## config.mk

```make
export PLATFORM = sky130hd
export DESIGN_NAME = x_drive_mixer_with_ramp
export DESIGN_NICKNAME = d
export VERILOG_FILES = /design/src/rtl/xdm_pkg.sv /design/src/rtl/x_drive_mixer_with_ramp.sv /design/src/rtl/xdm_mixer.sv /design/src/rtl/xdm_slew.sv
export SDC_FILE = /design/constraint.sdc
export NUM_CORES = 1
export LEC_CHECK = 0
export ABC_AREA = 0
export BUFFER_PORTS_ARGS = -buffer_cell sky130_fd_sc_hd__buf_2
export CORE_MARGIN = 10
export CORE_UTILIZATION = 35
export CTS_CLUSTER_SIZE = 25
export DETAILED_ROUTE_END_ITERATION = 12
export PLACE_DENSITY_LB_ADDON = 0.3
export SETUP_SLACK_MARGIN = 0.02
export SYNTH_ARGS = -nofsm -noshare
export SYNTH_HDL_FRONTEND = slang
export SYNTH_HIERARCHICAL = 1
export SYNTH_SLANG_ARGS = --single-unit
```

## constraint.sdc

```tcl
create_clock -name clk -period 16.7 [get_ports clk]
set_input_delay 2.505 -clock clk [delete_from_list [all_inputs] [get_ports clk]]
set_output_delay 2.505 -clock clk [all_outputs]
set_load 0.01 [all_outputs]
```

## src/rtl/xdm_pkg.sv

```systemverilog
// Shared types and constants of the X-drive mixer with duty ramp.
// Used by xdm_mixer, xdm_slew and the top level x_drive_mixer_with_ramp.
// Has no dependencies of its own.
`timescale 1ns / 1ps
`default_nettype none

package xdm_pkg;

  localparam int MOTOR_CNT  = 4;
  localparam int AXIS_W     = 10;
  localparam int TRIG_W     = 10;
  localparam int DUTY_W     = 8;
  localparam int CFG_ADDR_W = 1;
  localparam int PROD_W     = 18;
  localparam int AXIS_SHIFT = 9;
  localparam int SCALED_W   = PROD_W - AXIS_SHIFT;
  localparam int MIX_W      = 12;

  localparam logic signed [AXIS_W-1:0] DEAD_ZONE    = 10'sd80;
  localparam logic signed [MIX_W-1:0]  TRIGGER_TURN = 12'sd80;

  localparam logic [DUTY_W-1:0] DUTY_LIMIT_RST = 8'd255;
  localparam logic [DUTY_W-1:0] SLEW_STEP_RST  = 8'd5;

  // Configuration register indexes.
  localparam logic [CFG_ADDR_W-1:0] REG_DUTY_LIMIT = 1'd0;
  localparam logic [CFG_ADDR_W-1:0] REG_SLEW_STEP  = 1'd1;

  typedef struct packed {
    logic        [TRIG_W-1:0] trig_right;
    logic        [TRIG_W-1:0] trig_left;
    logic signed [AXIS_W-1:0] turn;
    logic signed [AXIS_W-1:0] fwd;
  } in_item_t;

  typedef struct packed {
    logic                           neutral;
    logic [MOTOR_CNT-1:0]           way;
    logic [MOTOR_CNT-1:0][DUTY_W-1:0] duty;
  } tgt_t;

endpackage

`default_nettype wire

```

## src/rtl/x_drive_mixer_with_ramp.sv

```systemverilog
// X-drive motor mixer with duty ramp, top level.
// Holds the configuration registers and the input register; instantiates
// xdm_mixer and xdm_slew. Depends on xdm_pkg.
//
// Usage: one joystick sample is a transfer on the in_ channel; each sample
// gives exactly one result transfer on the out_ channel with four ramped
// duties and four direction bits. Results come out in sample order.
// A sample passes three registers in turn, and out_tvalid rises when it
// reaches the last one. The three registers are the input register, the
// target register (dead zone, scaling and mixing with one 10x8 multiply per
// axis) and the applied-duty register, which is also the result register.
// One sample is taken in every cycle while the receiver keeps out_tready high;
// the applied-duty registers update once per sample, so consecutive samples
// ramp correctly back to back.
// A stalled receiver holds the result; the two upstream stages still fill,
// after which in_tready drops until out_tready returns.
// Reset (rst_n low, synchronous) empties the pipeline, clears the applied
// duties and direction bits, and sets duty_limit to 255 and slew_step to 5.
// Configuration writes (cfg_addr 0: duty_limit, 1: slew_step) take effect at
// the clock edge with cfg_we high and are meant for an idle block.
`timescale 1ns / 1ps
`default_nettype none

module x_drive_mixer_with_ramp
  import xdm_pkg::*;
(
  input  wire logic                  clk,
  input  wire logic                  rst_n,
  input  wire logic                  in_tvalid,
  output logic                       in_tready,
  // stick_forward[9:0], stick_turn[19:10], trigger_left[29:20],
  // trigger_right[39:30]
  input  wire logic [39:0]           in_tdata,
  output logic                       out_tvalid,
  input  wire logic                  out_tready,
  // duty_one[7:0], duty_two[15:8], duty_three[23:16], duty_four[31:24],
  // way_one[32], way_two[33], way_three[34], way_four[35], zero [39:36]
  output logic [39:0]                out_tdata,
  input  wire logic                  cfg_we,
  input  wire logic [CFG_ADDR_W-1:0] cfg_addr,
  input  wire logic [DUTY_W-1:0]     cfg_wdata
);

  logic [DUTY_W-1:0]                 duty_limit_r;
  logic [DUTY_W-1:0]                 slew_step_r;
  logic                              in_valid_r;
  in_item_t                          in_item_r;
  logic                              mix_ready;
  logic                              tgt_valid;
  tgt_t                              tgt;
  logic                              tgt_ready;
  logic [MOTOR_CNT-1:0][DUTY_W-1:0]  res_duty;
  logic [MOTOR_CNT-1:0]              res_way;

  assign in_tready = !in_valid_r || mix_ready;

  always_ff @(posedge clk) begin
    if (!rst_n) begin
      duty_limit_r <= DUTY_LIMIT_RST;
      slew_step_r  <= SLEW_STEP_RST;
    end else if (cfg_we) begin
      case (cfg_addr)
        REG_DUTY_LIMIT: duty_limit_r <= cfg_wdata;
        REG_SLEW_STEP:  slew_step_r  <= cfg_wdata;
        default: ;
      endcase
    end
  end

  always_ff @(posedge clk) begin
    if (!rst_n) begin
      in_valid_r <= 1'b0;
    end else if (in_tready) begin
      in_valid_r <= in_tvalid;
    end
  end

  always_ff @(posedge clk) begin
    if (in_tvalid && in_tready) begin
      in_item_r <= in_tdata;
    end
  end

  xdm_mixer u_mixer (
    .clk        (clk),
    .rst_n      (rst_n),
    .duty_limit (duty_limit_r),
    .src_valid  (in_valid_r),
    .src_item   (in_item_r),
    .src_ready  (mix_ready),
    .tgt_valid  (tgt_valid),
    .tgt        (tgt),
    .tgt_ready  (tgt_ready)
  );

  xdm_slew u_slew (
    .clk       (clk),
    .rst_n     (rst_n),
    .slew_step (slew_step_r),
    .tgt_valid (tgt_valid),
    .tgt       (tgt),
    .tgt_ready (tgt_ready),
    .res_valid (out_tvalid),
    .res_duty  (res_duty),
    .res_way   (res_way),
    .res_ready (out_tready)
  );

  assign out_tdata = {4'b0000, res_way, res_duty};

endmodule

`default_nettype wire

```

## src/rtl/xdm_mixer.sv

```systemverilog
// Dead zone, axis scaling, trigger rotation and four-motor mixing.
// Registers one set of target duties and direction bits per transfer.
// Depends on xdm_pkg.
`timescale 1ns / 1ps
`default_nettype none

module xdm_mixer
  import xdm_pkg::*;
(
  input  wire logic              clk,
  input  wire logic              rst_n,
  input  wire logic [DUTY_W-1:0] duty_limit,
  input  wire logic              src_valid,
  input  wire in_item_t          src_item,
  output logic                   src_ready,
  output logic                   tgt_valid,
  output tgt_t                   tgt,
  input  wire logic              tgt_ready
);

  logic                       tgt_valid_r;
  tgt_t                       tgt_r;
  tgt_t                       tgt_nxt;
  logic                       load;
  logic signed [AXIS_W-1:0]   fwd_dz;
  logic signed [AXIS_W-1:0]   turn_dz;
  logic signed [PROD_W-1:0]   lim_s;
  logic signed [PROD_W-1:0]   fwd_prod;
  logic signed [PROD_W-1:0]   turn_prod;
  logic signed [PROD_W-1:0]   fwd_adj;
  logic signed [PROD_W-1:0]   turn_adj;
  logic signed [MIX_W-1:0]    down;
  logic signed [MIX_W-1:0]    left;
  logic signed [MIX_W-1:0]    rot;
  logic signed [MIX_W-1:0]    mix [MOTOR_CNT];
  logic        [MIX_W-1:0]    mag [MOTOR_CNT];
  logic                       tl;
  logic                       tr;

  assign src_ready = !tgt_valid_r || tgt_ready;
  assign load      = src_valid && src_ready;
  assign tgt_valid = tgt_valid_r;
  assign tgt       = tgt_r;

  always_comb begin
    fwd_dz  = ((src_item.fwd > -DEAD_ZONE) && (src_item.fwd < DEAD_ZONE)) ? '0 : src_item.fwd;
    turn_dz = ((src_item.turn > -DEAD_ZONE) && (src_item.turn < DEAD_ZONE)) ? '0 : src_item.turn;
    tl      = (src_item.trig_left != '0);
    tr      = (src_item.trig_right != '0);

    lim_s     = $signed({{(PROD_W-DUTY_W){1'b0}}, duty_limit});
    fwd_prod  = $signed({{(PROD_W-AXIS_W){fwd_dz[AXIS_W-1]}}, fwd_dz}) * lim_s;
    turn_prod = $signed({{(PROD_W-AXIS_W){turn_dz[AXIS_W-1]}}, turn_dz}) * lim_s;

    // Division by the full-scale axis value truncates toward zero: a negative
    // product is biased by one less than the divisor before the shift.
    fwd_adj  = fwd_prod + $signed({{(PROD_W-AXIS_SHIFT){1'b0}},
                                   {AXIS_SHIFT{fwd_prod[PROD_W-1]}}});
    turn_adj = turn_prod + $signed({{(PROD_W-AXIS_SHIFT){1'b0}},
                                    {AXIS_SHIFT{turn_prod[PROD_W-1]}}});
    down = $signed({{(MIX_W-SCALED_W){fwd_adj[PROD_W-1]}}, fwd_adj[PROD_W-1:AXIS_SHIFT]});
    left = $signed({{(MIX_W-SCALED_W){turn_adj[PROD_W-1]}}, turn_adj[PROD_W-1:AXIS_SHIFT]});

    rot = '0;
    if (tr) begin
      rot = rot + TRIGGER_TURN;
    end
    if (tl) begin
      rot = rot - TRIGGER_TURN;
    end

    mix[0] = -down + left + rot;
    mix[1] = -down - left - rot;
    mix[2] = down - left + rot;
    mix[3] = down + left - rot;

    tgt_nxt.neutral = (fwd_dz == '0) && (turn_dz == '0) && !tl && !tr;
    tgt_nxt.way[0]  = (mix[0] > 0);
    tgt_nxt.way[1]  = (mix[1] > 0);
    tgt_nxt.way[2]  = (mix[2] < 0);
    tgt_nxt.way[3]  = (mix[3] < 0);

    for (int k = 0; k < MOTOR_CNT; k++) begin
      mag[k] = mix[k][MIX_W-1] ? MIX_W'(-mix[k]) : MIX_W'(mix[k]);
      if (tgt_nxt.neutral) begin
        tgt_nxt.duty[k] = '0;
      end else if (mag[k] > {{(MIX_W-DUTY_W){1'b0}}, duty_limit}) begin
        tgt_nxt.duty[k] = duty_limit;
      end else begin
        tgt_nxt.duty[k] = mag[k][DUTY_W-1:0];
      end
    end
  end

  always_ff @(posedge clk) begin
    if (!rst_n) begin
      tgt_valid_r <= 1'b0;
    end else if (src_ready) begin
      tgt_valid_r <= src_valid;
    end
  end

  always_ff @(posedge clk) begin
    if (load) begin
      tgt_r <= tgt_nxt;
    end
  end

  a_neutral_zero: assert property (@(posedge clk) disable iff (!rst_n)
    tgt_valid_r && tgt_r.neutral |-> (tgt_r.duty == '0))
    else $error("neutral sample produced a nonzero target duty");

  a_load_valid: assert property (@(posedge clk) disable iff (!rst_n)
    load |=> tgt_valid_r)
    else $error("accepted sample did not reach the target stage");

endmodule

`default_nettype wire

```

## src/rtl/xdm_slew.sv

```systemverilog
// Slew-rate limiter: moves each applied duty toward its target and holds
// the direction bits. The state registers are also the result register.
// Depends on xdm_pkg.
`timescale 1ns / 1ps
`default_nettype none

module xdm_slew
  import xdm_pkg::*;
(
  input  wire logic                             clk,
  input  wire logic                             rst_n,
  input  wire logic [DUTY_W-1:0]                slew_step,
  input  wire logic                             tgt_valid,
  input  wire tgt_t                             tgt,
  output logic                                  tgt_ready,
  output logic                                  res_valid,
  output logic [MOTOR_CNT-1:0][DUTY_W-1:0]      res_duty,
  output logic [MOTOR_CNT-1:0]                  res_way,
  input  wire logic                             res_ready
);

  logic                              res_valid_r;
  logic [MOTOR_CNT-1:0][DUTY_W-1:0]  applied_r;
  logic [MOTOR_CNT-1:0][DUTY_W-1:0]  applied_nxt;
  logic [MOTOR_CNT-1:0]              way_r;
  logic                              load;

  function automatic logic [DUTY_W-1:0] slew_to(
    input logic [DUTY_W-1:0] cur,
    input logic [DUTY_W-1:0] goal,
    input logic [DUTY_W-1:0] step
  );
    logic [DUTY_W-1:0] res;
    if (cur < goal) begin
      res = ((goal - cur) > step) ? cur + step : goal;
    end else if (cur > goal) begin
      res = ((cur - goal) > step) ? cur - step : goal;
    end else begin
      res = goal;
    end
    return res;
  endfunction

  assign tgt_ready = !res_valid_r || res_ready;
  assign load      = tgt_valid && tgt_ready;
  assign res_valid = res_valid_r;
  assign res_duty  = applied_r;
  assign res_way   = way_r;

  always_comb begin
    for (int k = 0; k < MOTOR_CNT; k++) begin
      applied_nxt[k] = slew_to(applied_r[k], tgt.duty[k], slew_step);
    end
  end

  always_ff @(posedge clk) begin
    if (!rst_n) begin
      res_valid_r <= 1'b0;
      applied_r   <= '0;
      way_r       <= '0;
    end else begin
      if (tgt_ready) begin
        res_valid_r <= tgt_valid;
      end
      if (load) begin
        applied_r <= applied_nxt;
        // A neutral sample keeps the previous directions.
        if (!tgt.neutral) begin
          way_r <= tgt.way;
        end
      end
    end
  end

  a_neutral_hold_way: assert property (@(posedge clk) disable iff (!rst_n)
    load && tgt.neutral |=> $stable(way_r))
    else $error("direction bits changed on a neutral sample");

  a_zero_step_hold: assert property (@(posedge clk) disable iff (!rst_n)
    load && (slew_step == '0) |=> $stable(applied_r))
    else $error("applied duty moved with a zero slew step");

endmodule

`default_nettype wire

```

---- Word-level counts from Yosys, hierarchy flattened ----
Index checks and enable logic that the tools add are counted.
storage, ports and cells
  flip-flop bits (word level) ............. 132
  output and inout bits ................... 42
  logic and storage cells ................. 135
cells by class
  add/sub/neg operators ................... 32
  multiply operators ...................... 2
  magnitude comparators ................... 28
  muxes and demuxes ....................... 28
  bitwise gates (word level) .............. 2
  reductions and logical operators ........ 23
operators by type and width
  operator               number
  $mux W8                20
  $gt A8 B8 Y1           12
  $sub A8 B8 Y8          12
  $mux W12               5
  $gt A12 B8 Y1          4
  $neg A12 Y12           4
  $add A18 B10 Y18       2
  $mul A10 B9 Y18        2
  $add A8 B8 Y8          4
  $lt A8 B8 Y1           4
  $gt A12 B1 Y1 const B  2
  $lt A12 B1 Y1 const B  2
  $gt A10 B8 Y1 const B  2
  $logic_not A10 Y1      2
  $lt A10 B8 Y1 const B  2
  $mux W10               2
  $reduce_bool A10 Y1    2
  $add A10 B12 Y12       1
  $add A12 B12 Y12       1
  $add A12 B9 Y12        1
  $neg A9 Y12            1
  $sub A10 B12 Y12       1
  $sub A12 B12 Y12       1
  $sub A12 B9 Y12        1
  9 further kinds        25

---- Longest topological paths before layout ----
  depth in word-level cells ............... 12
  gate-level depth with buffers ........... 63
  gate-level depth less buffers ........... 62

---- Cells and area by module ----
Netlist, hierarchy kept.
modules (own cells, without submodules)
  module                   times used  cells an instance  area each (µm²)
  xdm_mixer                1           1,519              12,821.0
  xdm_slew                 1           1,013              7,987.7
  x_drive_mixer_with_ramp  1           123                1,979.4

---- Least setup slack after synthesis ----
No wires, ideal clock.
  path type ............................... reg-to-reg
  start point ............................. register in_item_r[1] in the netlist's numbering
  end point ............................... register u_mixer.tgt_r (netlist bit u_mixer/tgt[11]) (data pin)
  library setup time ...................... 0.256 ns
  arrival time ............................ 12.549 ns
  data required time ...................... 16.444 ns
  setup slack ............................. 3.896 ns
  cell stages (with the launch flop) ...... 58
  path buffers ............................ 3
  period minus slack after synthesis ...... 12.804 ns
  path through ............................ edfxtp_1 or4_1 a31oi_1 nor2_1 a21oi_1 and2_1 nand2_1 fa_1 inv_1 fa_1 fa_1 inv_1 fa_1 inv_1 ha_1 buf_6 and3_1 a211o_4 [... 22 more ...] maj3_1 a21oi_1 xnor2_1 xnor2_2 mux2_2 ha_1 nor2b_1 o21a_1 o21ai_0 nand2b_1 a21oi_1 o21ai_0 o21ai_0 and3b_1 or3b_1 and4_4 buf_6 o211a_1
on the way
  word-level cells in the longest chain between the ends .. 12
  elaborated cells between the ends (all ways) .. 17
  classes of those cells .................. add/sub: 5; mul: 1; order compare: 3; mux: 3; reduce/logical: 5
RTL lines
  item                                                   line                           RTL
  start: declaration                                     x_drive_mixer_with_ramp.sv:47  in_item_t in_item_r;
  start signal: assignment                               x_drive_mixer_with_ramp.sv:80  in_item_r <= in_tdata;
  $gt A10 B8 Y1 / $lt A10 B8 Y1 (equally long branches)  xdm_mixer.sv:46                fwd_dz = ((src_item.fwd > -DEAD_ZONE) && (src_item.fwd < DEAD_ZONE)) ? '0 : src_item.fwd;
  $logic_and A1 B1 Y1                                    xdm_mixer.sv:46
  $mux W10 *                                             xdm_mixer.sv:46
  $mul A10 B9 Y18                                        xdm_mixer.sv:52                fwd_prod = $signed({{(PROD_W-AXIS_W){fwd_dz[AXIS_W-1]}}, fwd_dz}) * lim_s;
  $add A18 B10 Y18                                       xdm_mixer.sv:57                fwd_adj = fwd_prod + $signed({{(PROD_W-AXIS_SHIFT){1'b0}},
  $neg A9 Y12                                            xdm_mixer.sv:73                mix[1] = -down - left - rot;
  $sub A12 B9 Y12                                        xdm_mixer.sv:73
  $sub A12 B12 Y12                                       xdm_mixer.sv:73
  $neg A12 Y12                                           xdm_mixer.sv:84                mag[k] = mix[k][MIX_W-1] ? MIX_W'(-mix[k]) : MIX_W'(mix[k]);
  $mux W12                                               xdm_mixer.sv:84
  $gt A12 B8 Y1                                          xdm_mixer.sv:87                end else if (mag[k] > {{(MIX_W-DUTY_W){1'b0}}, duty_limit}) begin
  $mux W8                                                xdm_mixer.sv:87
  end signal: assignment                                 xdm_mixer.sv:105               tgt_r <= tgt_nxt;
  end: declaration                                       xdm_mixer.sv:22                tgt_t tgt_r;
Mark *: on every way between the ends. The rest lies on a longest branch, timed or not.
A chain may end at the register's enable or synchronous reset.

---- Final worst setup path ----
  start point ............................. register in_item_r[11] in the netlist's numbering
  end point ............................... register u_mixer.tgt_r (netlist bit u_mixer/tgt[12]) (data pin)
on the way
  word-level cells in the longest chain between the ends .. 11
  elaborated cells between the ends (all ways) .. 16
  classes of those cells .................. add/sub: 4; mul: 1; order compare: 3; mux: 3; reduce/logical: 5
RTL lines
  item                                                   line             RTL
  $gt A10 B8 Y1 / $lt A10 B8 Y1 (equally long branches)  xdm_mixer.sv:47  turn_dz = ((src_item.turn > -DEAD_ZONE) && (src_item.turn < DEAD_ZONE)) ? '0 : src_item.turn;
  $logic_and A1 B1 Y1                                    xdm_mixer.sv:47
  $mux W10 *                                             xdm_mixer.sv:47
  $mul A10 B9 Y18                                        xdm_mixer.sv:53  turn_prod = $signed({{(PROD_W-AXIS_W){turn_dz[AXIS_W-1]}}, turn_dz}) * lim_s;
  $add A18 B10 Y18                                       xdm_mixer.sv:59  turn_adj = turn_prod + $signed({{(PROD_W-AXIS_SHIFT){1'b0}},
  $sub A12 B9 Y12                                        xdm_mixer.sv:73
  $sub A12 B12 Y12                                       xdm_mixer.sv:73
  $neg A12 Y12                                           xdm_mixer.sv:84
  $mux W12                                               xdm_mixer.sv:84
  $gt A12 B8 Y1                                          xdm_mixer.sv:87
  $mux W8                                                xdm_mixer.sv:87
Marked as above.

==> out/summary.json <==
{
  "run_status": {
    "run_status": "complete, no violations"
  },
  "critical_path": {
    "worstSetupStartpointType": "register",
    "crit-reg2reg-launch": "in_item_r[11]$_DFFE_PP_",
    "critPathKind": "register to register",
    "cp_slowest_cell": "sky130_fd_sc_hd__fa_1",
    "worst-r2r-setup-slack_ps": 2110,
    "timing.rr.end": "u_mixer/tgt[12]$_SDFFCE_PP0P_",
    "rr_worst_depth": 60,
    "cp.arrival_ps": 14820,
    "critPathMaxFanout": 36,
    "cp_slowest_stage_delay_ps": 530,
    "timing.critical_path.required_ps": 16930,
    "critical_path_capture_point_type": "register"
  },
  "die": {
    "die_area_mm2": 0.07572,
    "floorplan.rows": 93,
    "ioPinCount": 96,
    "floorplan.initialDensity_pct": 35.35,
    "core_region_area_mm2": 0.06446,
    "floorplan.die.height_um": 275.2,
    "die_width_um": 275.2
  },
  "place": {
    "place_worst_setup_slack_ps": 2381,
    "hpwlAfterDp_um": 50060,
    "buffer_ports.inserted": 91,
    "placedCellCount": 3543,
    "place_congestion": 0.8749
  },
  "clocking": {
    "root_buffer": "sky130_fd_sc_hd__clkbuf_16",
    "tritoncts": "done",
    "clock_tree.buffer_depth": 2,
    "post_cts_setup_repair_buffer_count": 0,
    "htreeDepth": 4,
    "number_of_gates_given_a_new_drive_strength_after_cts": 0,
    "ctsHoldBuffers": 0,
    "cts_made_buffers": 17,
    "clock-sinks": 132,
    "clk_transition_reported_paths_ps": 80,
    "clk-insertion-delay-late_ps": 500
  },
  "route": {
    "vias": 18490,
    "drt-wirelength-per-cell_um": 17.68,
    "post-route-drc-count": 0,
    "drtAntennaViolNets": 0,
    "wirelength_um": 63210,
    "first_iter_violations": 1195,
    "avgViaCountPerCell": 5.173,
    "router_iterations_before_antenna_repair": 5
  },
  "sta": {
    "setup_repair_after_global_routing_missed_its_margin": "no",
    "finClkSkew_ps": 24.01,
    "maxSlewViolCount": 0,
    "finalHoldViolCount": 0,
    "worst_slack_ps": 2108,
    "finalWorstPathRequiredPeriod_ps": 14590,
    "totalNegativeSetupSlack_ps": 0,
    "relSlewSlack_pct": 30.50,
    "finalCritPeriodShare_pct": 87.38,
    "fmax_mhz": 68.53,
    "setup_violations": 0,
    "timing_worst_slew_pin_value_ps": 1042
  },
  "global_route": {
    "groute.usage.overall_pct": 17.01,
    "global_route_wire_length_before_repair_um": 102000,
    "antenna_found_initial": 0,
    "vias_in_the_first_global_route": 18710,
    "pin_count_of_the_biggest_net_entering_global_routing": 46,
    "grt_overflow_total": 0
  },
  "hold_path": {
    "hold_class": "register to register",
    "hp-start": "u_slew/res_way[1]$_SDFFE_PN0P_",
    "hold_path_end": "u_slew/res_way[1]$_SDFFE_PN0P_",
    "min_delay_path_depth": 2
  },
  "final_layout": {
    "final_nets": 3273,
    "nFillCells": 6692,
    "final_layout_size_suffix_gt1_share_pct": 7.426,
    "area_growth_pct": 8.175,
    "sequential_cell_area_mm2": 0.003413,
    "diodes": 0,
    "post-route-util_pct": 38.24,
    "multiInputGateArea_mm2": 0.01739,
    "final-instance-count-excl-fill": 3575
  },
  "synthesis": {
    "synth.top_cell.area_share_pct": 18.72,
    "yosys_most_used_dff": "sky130_fd_sc_hd__edfxtp_1",
    "yosys-top-cells-count": "424 x sky130_fd_sc_hd__inv_1, 341 x sky130_fd_sc_hd__ha_1, 177 x sky130_fd_sc_hd__nand2_1",
    "synth_sequential_area_ratio_pct": 14.98,
    "ys_seq_elements": 132,
    "post-synth-top-area-cell": "sky130_fd_sc_hd__ha_1",
    "distinct_cell_type_count_after_synthesis": 105,
    "synth_area_per_cell_um2": 8.583,
    "cell_types_occupying_the_most_area_after_synthesis": "sky130_fd_sc_hd__ha_1 19%, sky130_fd_sc_hd__fa_1 15%, sky130_fd_sc_hd__edfxtp_1 10%",
    "post-synth-top-count-cell": "sky130_fd_sc_hd__inv_1",
    "netlist_area_pre_place_mm2": 0.02279,
    "synth_warnings": 6,
    "synth_cells": 2655,
    "ys_async_sr_fraction_pct": 0,
    "synth-edff-count": 77
  },
  "run": {
    "cap_violations": 0
  }
}
-- stage by stage --
step | hold WS, ps | instance area [um^2]
2_1_floorplan | 438.2 | 22800
3_3_place_gp | 469.2 | 24060
3_5_place_dp | 463.9 | 24060
4_1_cts | 482.8 | 24650
5_1_grt | 512.7 | 24650
6_report | 482.0 | 24650
-- how the worst max path moves through the flow --
stage,cells past startpoint,slack (ps),endpoint,from
2_1_floorplan,57,3900,u_mixer/tgt[11]$_SDFFCE_PP0P_,in_item_r[1]$_DFFE_PP_
3_3_place_gp,60,2650,u_mixer/tgt[12]$_SDFFCE_PP0P_,in_item_r[11]$_DFFE_PP_
3_5_place_dp,60,2380,u_mixer/tgt[12]$_SDFFCE_PP0P_,in_item_r[11]$_DFFE_PP_
4_1_cts,60,2260,u_mixer/tgt[12]$_SDFFCE_PP0P_,in_item_r[11]$_DFFE_PP_
5_1_grt,61,680,u_mixer/tgt[8]$_SDFFCE_PP0P_,in_item_r[11]$_DFFE_PP_
6_report,60,2110,u_mixer/tgt[12]$_SDFFCE_PP0P_,in_item_r[11]$_DFFE_PP_
-- worst max-delay path, delay by kind of cell, from the launching register on --
family	cells	cell delay, ps
flip-flops	1	510
XOR/XNOR	3	900
AO/OA/AOI/OAI	22	4540
AND/OR/NAND/NOR	19	3550
adder cells (fa/ha/maj)	10	3840
buffers and inverters	5	560
multiplexers	1	400
-- layout make-up --
| class | instances | share of cell area [%] |
|---|---|---|
| sequential | 132 | 13.85 |
| timing repair buffer | 109 | 2.396 |
| clock buffer | 20 | 1.944 |
| inverter | 425 | 6.471 |
| clock inverter | 12 | 0.4416 |
| tap | 855 | 4.340 |
| multi-input combinational | 2022 | 70.56 |
-- state kept, by name, summed over array words and instances (netlist names) --
name               count
slew_step_r            8
u_slew/res_duty       32
u_mixer/tgt           37
in_valid_r             1
duty_limit_r           8
u_slew/res_way         4
u_mixer/tgt_valid      1
in_item_r             40
u_slew/res_valid       1
-- cells by family (layout without fill, tap and decap cells) --
logic type,count (synthesis),in the layout,synth area share (%)
and+or+nand+nor,702,702,15.86
AOI/OAI and AO/OA,565,565,17.08
adders and majority gates,513,513,33.79
buffers and inverters,504,566,8.768
xor gates and xnor gates,189,189,7.330
DFF,132,132,14.98
muxes,49,49,2.180
other,1,4,0.01646
-- layout by cell type, fill, tap and decap left out, types with 7 or more instances in the layout --
| cell | netlist | routed |
|---|---|---|
| sky130_fd_sc_hd__mux2i_1 | 44 | 44 |
| sky130_fd_sc_hd__a31oi_1 | 15 | 15 |
| sky130_fd_sc_hd__and2_1 | 43 | 41 |
| sky130_fd_sc_hd__and3_1 | 76 | 76 |
| sky130_fd_sc_hd__ha_1 | 341 | 341 |
| sky130_fd_sc_hd__o21ai_1 | 8 | 8 |
| sky130_fd_sc_hd__nand2_1 | 177 | 177 |
| sky130_fd_sc_hd__nand4_1 | 28 | 28 |
| sky130_fd_sc_hd__dfxtp_1 | 55 | 55 |
| sky130_fd_sc_hd__nand2b_1 | 30 | 30 |
| sky130_fd_sc_hd__nor3_1 | 46 | 46 |
| sky130_fd_sc_hd__o22ai_1 | 7 | 7 |
| sky130_fd_sc_hd__xnor2_1 | 131 | 131 |
| sky130_fd_sc_hd__inv_1 | 424 | 424 |
| sky130_fd_sc_hd__nand3b_1 | 9 | 9 |
| sky130_fd_sc_hd__o21ai_2 | 7 | 7 |
| sky130_fd_sc_hd__or3_1 | 13 | 13 |
| sky130_fd_sc_hd__a21oi_1 | 155 | 155 |
| sky130_fd_sc_hd__nor3b_1 | 10 | 10 |
| sky130_fd_sc_hd__fa_1 | 171 | 171 |
| sky130_fd_sc_hd__a21o_1 | 52 | 52 |
| sky130_fd_sc_hd__a21boi_0 | 14 | 14 |
| sky130_fd_sc_hd__o21a_1 | 22 | 22 |
| sky130_fd_sc_hd__a221oi_1 | 10 | 10 |
| sky130_fd_sc_hd__nor2b_1 | 40 | 40 |
| sky130_fd_sc_hd__clkbuf_16 | 0 | 19 |
| sky130_fd_sc_hd__buf_4 | 7 | 18 |
| sky130_fd_sc_hd__a211oi_1 | 21 | 21 |
| sky130_fd_sc_hd__nand3_1 | 59 | 59 |
| sky130_fd_sc_hd__edfxtp_1 | 77 | 77 |
| sky130_fd_sc_hd__nor2_1 | 124 | 124 |
| sky130_fd_sc_hd__o211ai_1 | 24 | 24 |
| sky130_fd_sc_hd__or2_2 | 8 | 8 |
| sky130_fd_sc_hd__xor2_1 | 56 | 56 |
| sky130_fd_sc_hd__buf_2 | 10 | 91 |
| sky130_fd_sc_hd__nor4_1 | 11 | 11 |
| sky130_fd_sc_hd__o21bai_1 | 43 | 42 |
| sky130_fd_sc_hd__o21ai_0 | 84 | 84 |
-- metal layers --
metal	routed length, um	global-route usage [%]	up-vias
met5	0	0	-
met4	1770	5.565	0
met3	3104	2.909	87
met2	29500	28.64	418
met1	28830	21.77	8817
li1	-	-	9172
Power is not shown: default switching activity piles up to over one toggle a cycle in this logic, so the estimate is an artifact.
